File: config.mk
export PLATFORM = sky130hd
export DESIGN_NAME = tkcs_demand_mem
export DESIGN_NICKNAME = d
export VERILOG_FILES = /design/src/tkcs_pkg.sv /design/src/tkcs_demand_mem.sv
export SDC_FILE = /design/constraint.sdc
export NUM_CORES = 2
export LEC_CHECK = 0
export ABC_CLOCK_PERIOD_IN_PS = 5790
export CORE_UTILIZATION = 50
export DETAILED_ROUTE_END_ITERATION = 8
export DONT_BUFFER_PORTS = 1
export PLACE_DENSITY = 0.71
export SETUP_SLACK_MARGIN = 0.3
export SLEW_MARGIN = 0
export SYNTH_ARGS = -nofsm -noshare
export SYNTH_HDL_FRONTEND = slang
export SYNTH_SLANG_ARGS = --single-unit
export TNS_END_PERCENT = 1
File: constraint.sdc
create_clock -name clk -period 5.79 [get_ports clk]
set_input_delay 0.579 -clock clk [delete_from_list [all_inputs] [get_ports clk]]
set_output_delay 0.579 -clock clk [all_outputs]
set_load 0.01 [all_outputs]
File: src/tkcs_pkg.sv
// Shared types, constants and defaults for the top-k cache set selector.
package tkcs_pkg;

    localparam int DefDemandDepth = 64;
    localparam int DefMaxCached = 16;

    localparam logic KIND_REQUEST = 1'b0;
    localparam logic KIND_TICK = 1'b1;

    localparam logic [1:0] ACT_START = 2'd0;
    localparam logic [1:0] ACT_STOP = 2'd1;
    localparam logic [1:0] ACT_DONE = 2'd2;

    localparam logic [4:0] LIMIT_RESET = 5'd8;

    typedef struct packed {
        logic        kind;
        logic [31:0] chunk_key;
        logic [15:0] weight;
    } req_t;

    typedef struct packed {
        logic [1:0]  action;
        logic [31:0] chunk_ident;
        logic [4:0]  cached_count;
        logic        overflow;
        logic        last;
    } res_t;

    typedef struct packed {
        logic [31:0] id;
        logic [31:0] weight;
    } entry_t;

endpackage

File: src/tkcs_demand_mem.sv
// Single-port demand table memory holding chunk ids and accumulated weights.
module tkcs_demand_mem #(
    parameter int DEPTH = tkcs_pkg::DefDemandDepth,
    parameter int AW = $clog2(DEPTH)
) (
    input  logic              clk,
    input  logic              we,
    input  logic              re,
    input  logic [AW-1:0]     addr,
    input  tkcs_pkg::entry_t  wdata,
    output tkcs_pkg::entry_t  rdata
);

    tkcs_pkg::entry_t mem [DEPTH];
    tkcs_pkg::entry_t rdata_reg;

    always_ff @(posedge clk)
    begin
        if (we)
        begin
            mem[addr] <= wdata;
        end
        if (re)
        begin
            rdata_reg <= mem[addr];
        end
    end

    assign rdata = rdata_reg;

endmodule

Word level (Yosys, flattened, before mapping)
Memories as Yosys holds them, arrays and structs flattened. A register that Yosys moved wholly into a read port is not among the register bits.
Index checks and enable logic that the tools add are counted.
Storage, ports and cells
  register bits: 0
  input bits: 73
  memories: 1
  memory bits (writable): 4096
Operators by class
  muxes and demuxes: 2
Memories
  mem: depth 64, width 64, read ports 1, clocked after memory_dff 1, write ports 1, line tkcs_demand_mem.sv:14  | tkcs_pkg::entry_t mem [DEPTH];
Operators with widths (number)
  1-bit two-way mux: 2

Longest topological paths before layout
  depth after elaboration: 2
  gate-level depth with buffers: 11
  gate-level depth less buffers: 6

Worst setup path before layout
OpenSTA, ideal clock, no wires.
  path type: input -> register
  from: input port addr[2]
  to: memory mem[15][0] (netlist name) (enable)
  arrival time: 4.595 ns
  stages on the path: 9
  required time: 5.303 ns
  buffers on the path: 7
  setup time: 0.487 ns
  slack: 0.708 ns
  cell sequence: buf_4 buf_6 buf_4 buf_4 buf_4 buf_4 buf_2 nand3_1 nor2_1
RTL lines
  start: declaration: line tkcs_demand_mem.sv:9  | input logic [AW-1:0] addr,
  end: declaration: line tkcs_demand_mem.sv:14
No word-level cell before the write port.

==> results.json <==
{
  "holdBufCountCts": 81,
  "clk_path_buf_depth": 4,
  "final_area_um2": 176000,
  "synth-compound-area-share": 0.113,
  "max_slew_margin": -0.305,
  "grt_overflow_total": 0,
  "p_leak_nw": 54.4,
  "synth_area_per_cell_um2": 18.1,
  "required_ns": 6.38,
  "arrival_ns": 5.16,
  "clockPowerShare": 0.405,
  "synth_simple_gate_area_frac": 0.0227,
  "synthAdderAreaFrac": 0,
  "synth_flop_cell": "edfxtp_1",
  "wl_met2_mm": 215,
  "wl_met3_mm": 71.7,
  "synth_nets": 8692,
  "cts_root_buf": "clkbuf_16",
  "synth-seq-cells": 4160,
  "wl_met1_mm": 164,
  "clock_latency_ns": 0.92,
  "fmax_mhz": 219,
  "port_buffers": 0,
  "fin_crit_sh": 0.789,
  "synth-edff-count": 4160,
  "p_per_area_nw_per_um2": 350,
  "synth_xor_area_frac": 0,
  "tightestPinTransition_ns": 1.96,
  "routed_via_density": 7.03,
  "crit_path_start": "addr[2]",
  "numCtsBuffers": 390,
  "largest_reg_flops": 4096,
  "grt_pass1_wl_mm": 669,
  "vias": 92353,
  "min_from": "wdata[40]",
  "ios": 137,
  "die-area_um2": 314000,
  "grt_max_degree": 615,
  "drive_gt1_frac": 0.137,
  "core_um2": 310000,
  "clock_skew_ns": 0.0559,
  "grt_pass1_vias": 89334,
  "drc": 0,
  "cp_max_fo": 171,
  "fin_nets": 8777,
  "dp_slack_ns": 1.60,
  "wl_mm": 479,
  "rsz0062_at_grt": "false",
  "end_kind": "flop",
  "multi_input_area_um2": 28900,
  "placed_cell_area_um2": 162000,
  "failed_checks": "slew limit",
  "start_kind": "input port",
  "irDropWorstVdd_v": 0.000388,
  "top_layer": "met5",
  "setup_viol": 0,
  "synth_area_leader_cell": "edfxtp_1",
  "final-hold-violation-count": 0,
  "p_sw_frac": 0.217,
  "synthToLayoutAreaGrowth_pct": 12.7,
  "syn_area_um2": 156000,
  "p_int_mw": 48.2,
  "final_antenna_net_count": 0,
  "drt-initial-drc-count": 16367,
  "power_switching_mw": 13.3,
  "synth_top_area_share": 0.800,
  "dpl.hpwl_mm": 243,
  "synth_area_leaders": "edfxtp_1, a221oi_1, a22oi_1",
  "power_frac_comb": 0.049,
  "fin_setup_tns_ns": 0,
  "tritoncts": "built",
  "die_h_um": 561,
  "rows": 204,
  "gp_congestion": 0.844,
  "grtUsageTotal": 0.298,
  "post_synth_mux_area_share": 0.0454,
  "yosysSeqAreaShare": 0.800,
  "clk_pin_slew_ns": 0.06,
  "r2r_start": "mem[54][49]",
  "seqPwrFrac": 0.546,
  "seqCellArea_um2": 125000,
  "synthDistinctLibCells": 56,
  "die-width_um": 561,
  "crit_type": "in2reg",
  "post_cts.repair.setup_buffers": 0,
  "cts_max_level": 5,
  "initial_core_util": 0.504,
  "antenna_found_initial": 8,
  "clock_sinks": 4160,
  "post_drt_wl_per_cell_um": 36.5,
  "hold_path_class": "in2reg",
  "nFillCells": 22391,
  "ys_warn_count": 0,
  "status": "complete, but fails checks",
  "slew_violations": 131,
  "synthArstFlopShare": 0,
  "firstDrtPassIters": 8,
  "synth_cells": 8619,
  "period_needed_ns": 4.57,
  "synth_top_family_by_area": "compound AO/OA/AOI/OAI gates",
  "fin_ws_ns": 1.22,
  "cts_repair_resize_count": 0,
  "max_cap_viol_count": 0
}
cell usage in the layout (no fill, tap or decap), types with 58 or more instances in the layout:
master and n:
edfxtp_1 4160, a22oi_1 684, a221oi_1 636, o22ai_1 506, clkbuf_16 400, mux2i_1 337, nand2_1 302, nor2_1 233
a21oi_1 210, mux2_2 203, buf_4 202, o21ai_0 139, clkinv_1 91, clkbuf_1 81, clkinv_2 78, buf_12 70
nor2_4 69, mux4_2 63, buf_16 60, nor4_1 58
power by group through the flow:
| stage | sequential [mW] | combinational (mW) | clock (mW) |
|---|---|---|---|
| global placement | 34.2 | 2.13 | 0 |
| floorplan | 34.1 | 1.55 | 0 |
| CTS | 33.6 | 2.76 | 24.9 |
| finish | 33.6 | 3.04 | 24.9 |
| detailed placement | 34.2 | 2.17 | 0 |
| global route | 33.6 | 3.13 | 26.0 |
kinds of logic (layout without fill, tap and decap cells):
| kind of cell | count (synthesis) | after routing |
|---|---|---|
| simple gates | 808 | 808 |
| buf+inv | 658 | 1056 |
| compound gates | 2389 | 2389 |
| mux | 604 | 604 |
| other cells | 0 | 6 |
| flops | 4160 | 4160 |
worst max-delay path, stage by stage:
cell      delay (ns)
buf_16          0.66
buf_16          0.52
buf_16          0.66
nor2_4          0.52
buf_4           0.33
buf_12          0.16
a22oi_1         0.21
nand2_1         0.09
o21ai_0         0.58
nand3b_1        0.16
metal layers:
layer	up-vias	GRT usage
met5	-	0.00120
met4	6	0.149
met3	1467	0.0894
met2	7853	0.451
met1	46646	0.393
li1	36381	-
area by class of cell:
cell class / instances / share of cell area
multi-input combinational: 3801 / 0.164
clock buffer: 481 / 0.0586
tap: 4120 / 0.0293
timing repair buffer: 348 / 0.0269
antenna: 6 / 0.0000854
inverter: 3 / 0.000164
clock inverter: 224 / 0.0106
sequential: 4160 / 0.710
Yosys cell counts (30+ instances only):
cell type / n
edfxtp_1: 4160
a22oi_1: 684
a221oi_1: 636
o22ai_1: 506
mux2i_1: 337
nand2_1: 311
nor2_1: 301
clkbuf_1: 280
buf_2: 253
a21oi_1: 210
mux2_2: 203
o21ai_0: 139
buf_1: 91
mux4_2: 63
nor4_1: 58
nand4_1: 36
a211oi_1: 33
a221o_1: 30
nand3b_1: 30
o2111a_1: 30
path summary, 6_finish.rpt:
kind / depth (start not counted) / slack [ns] / end
worst max-delay path: 10 / 1.22 / rdata[53]
worst min-delay path: 1 / 0.02 / mem[27][40]
worst max register to register: 5 / 3.54 / rdata[49]
worst min register to register: 4 / 0.70 / rdata[15]
through the flow:
stage,total power [mW],instances,hold slack (ns),utilization
final,61.5,13143,0.0191,0.568
after global routing,62.7,13138,0.0185,0.568
after CTS,61.2,13130,0.000812,0.568
after detailed placement,36.4,12344,0.676,0.522
after global placement,36.4,12344,0.667,0.522
after floorplan,35.7,8619,0.635,-
Power figures use the tool's default switching activity.
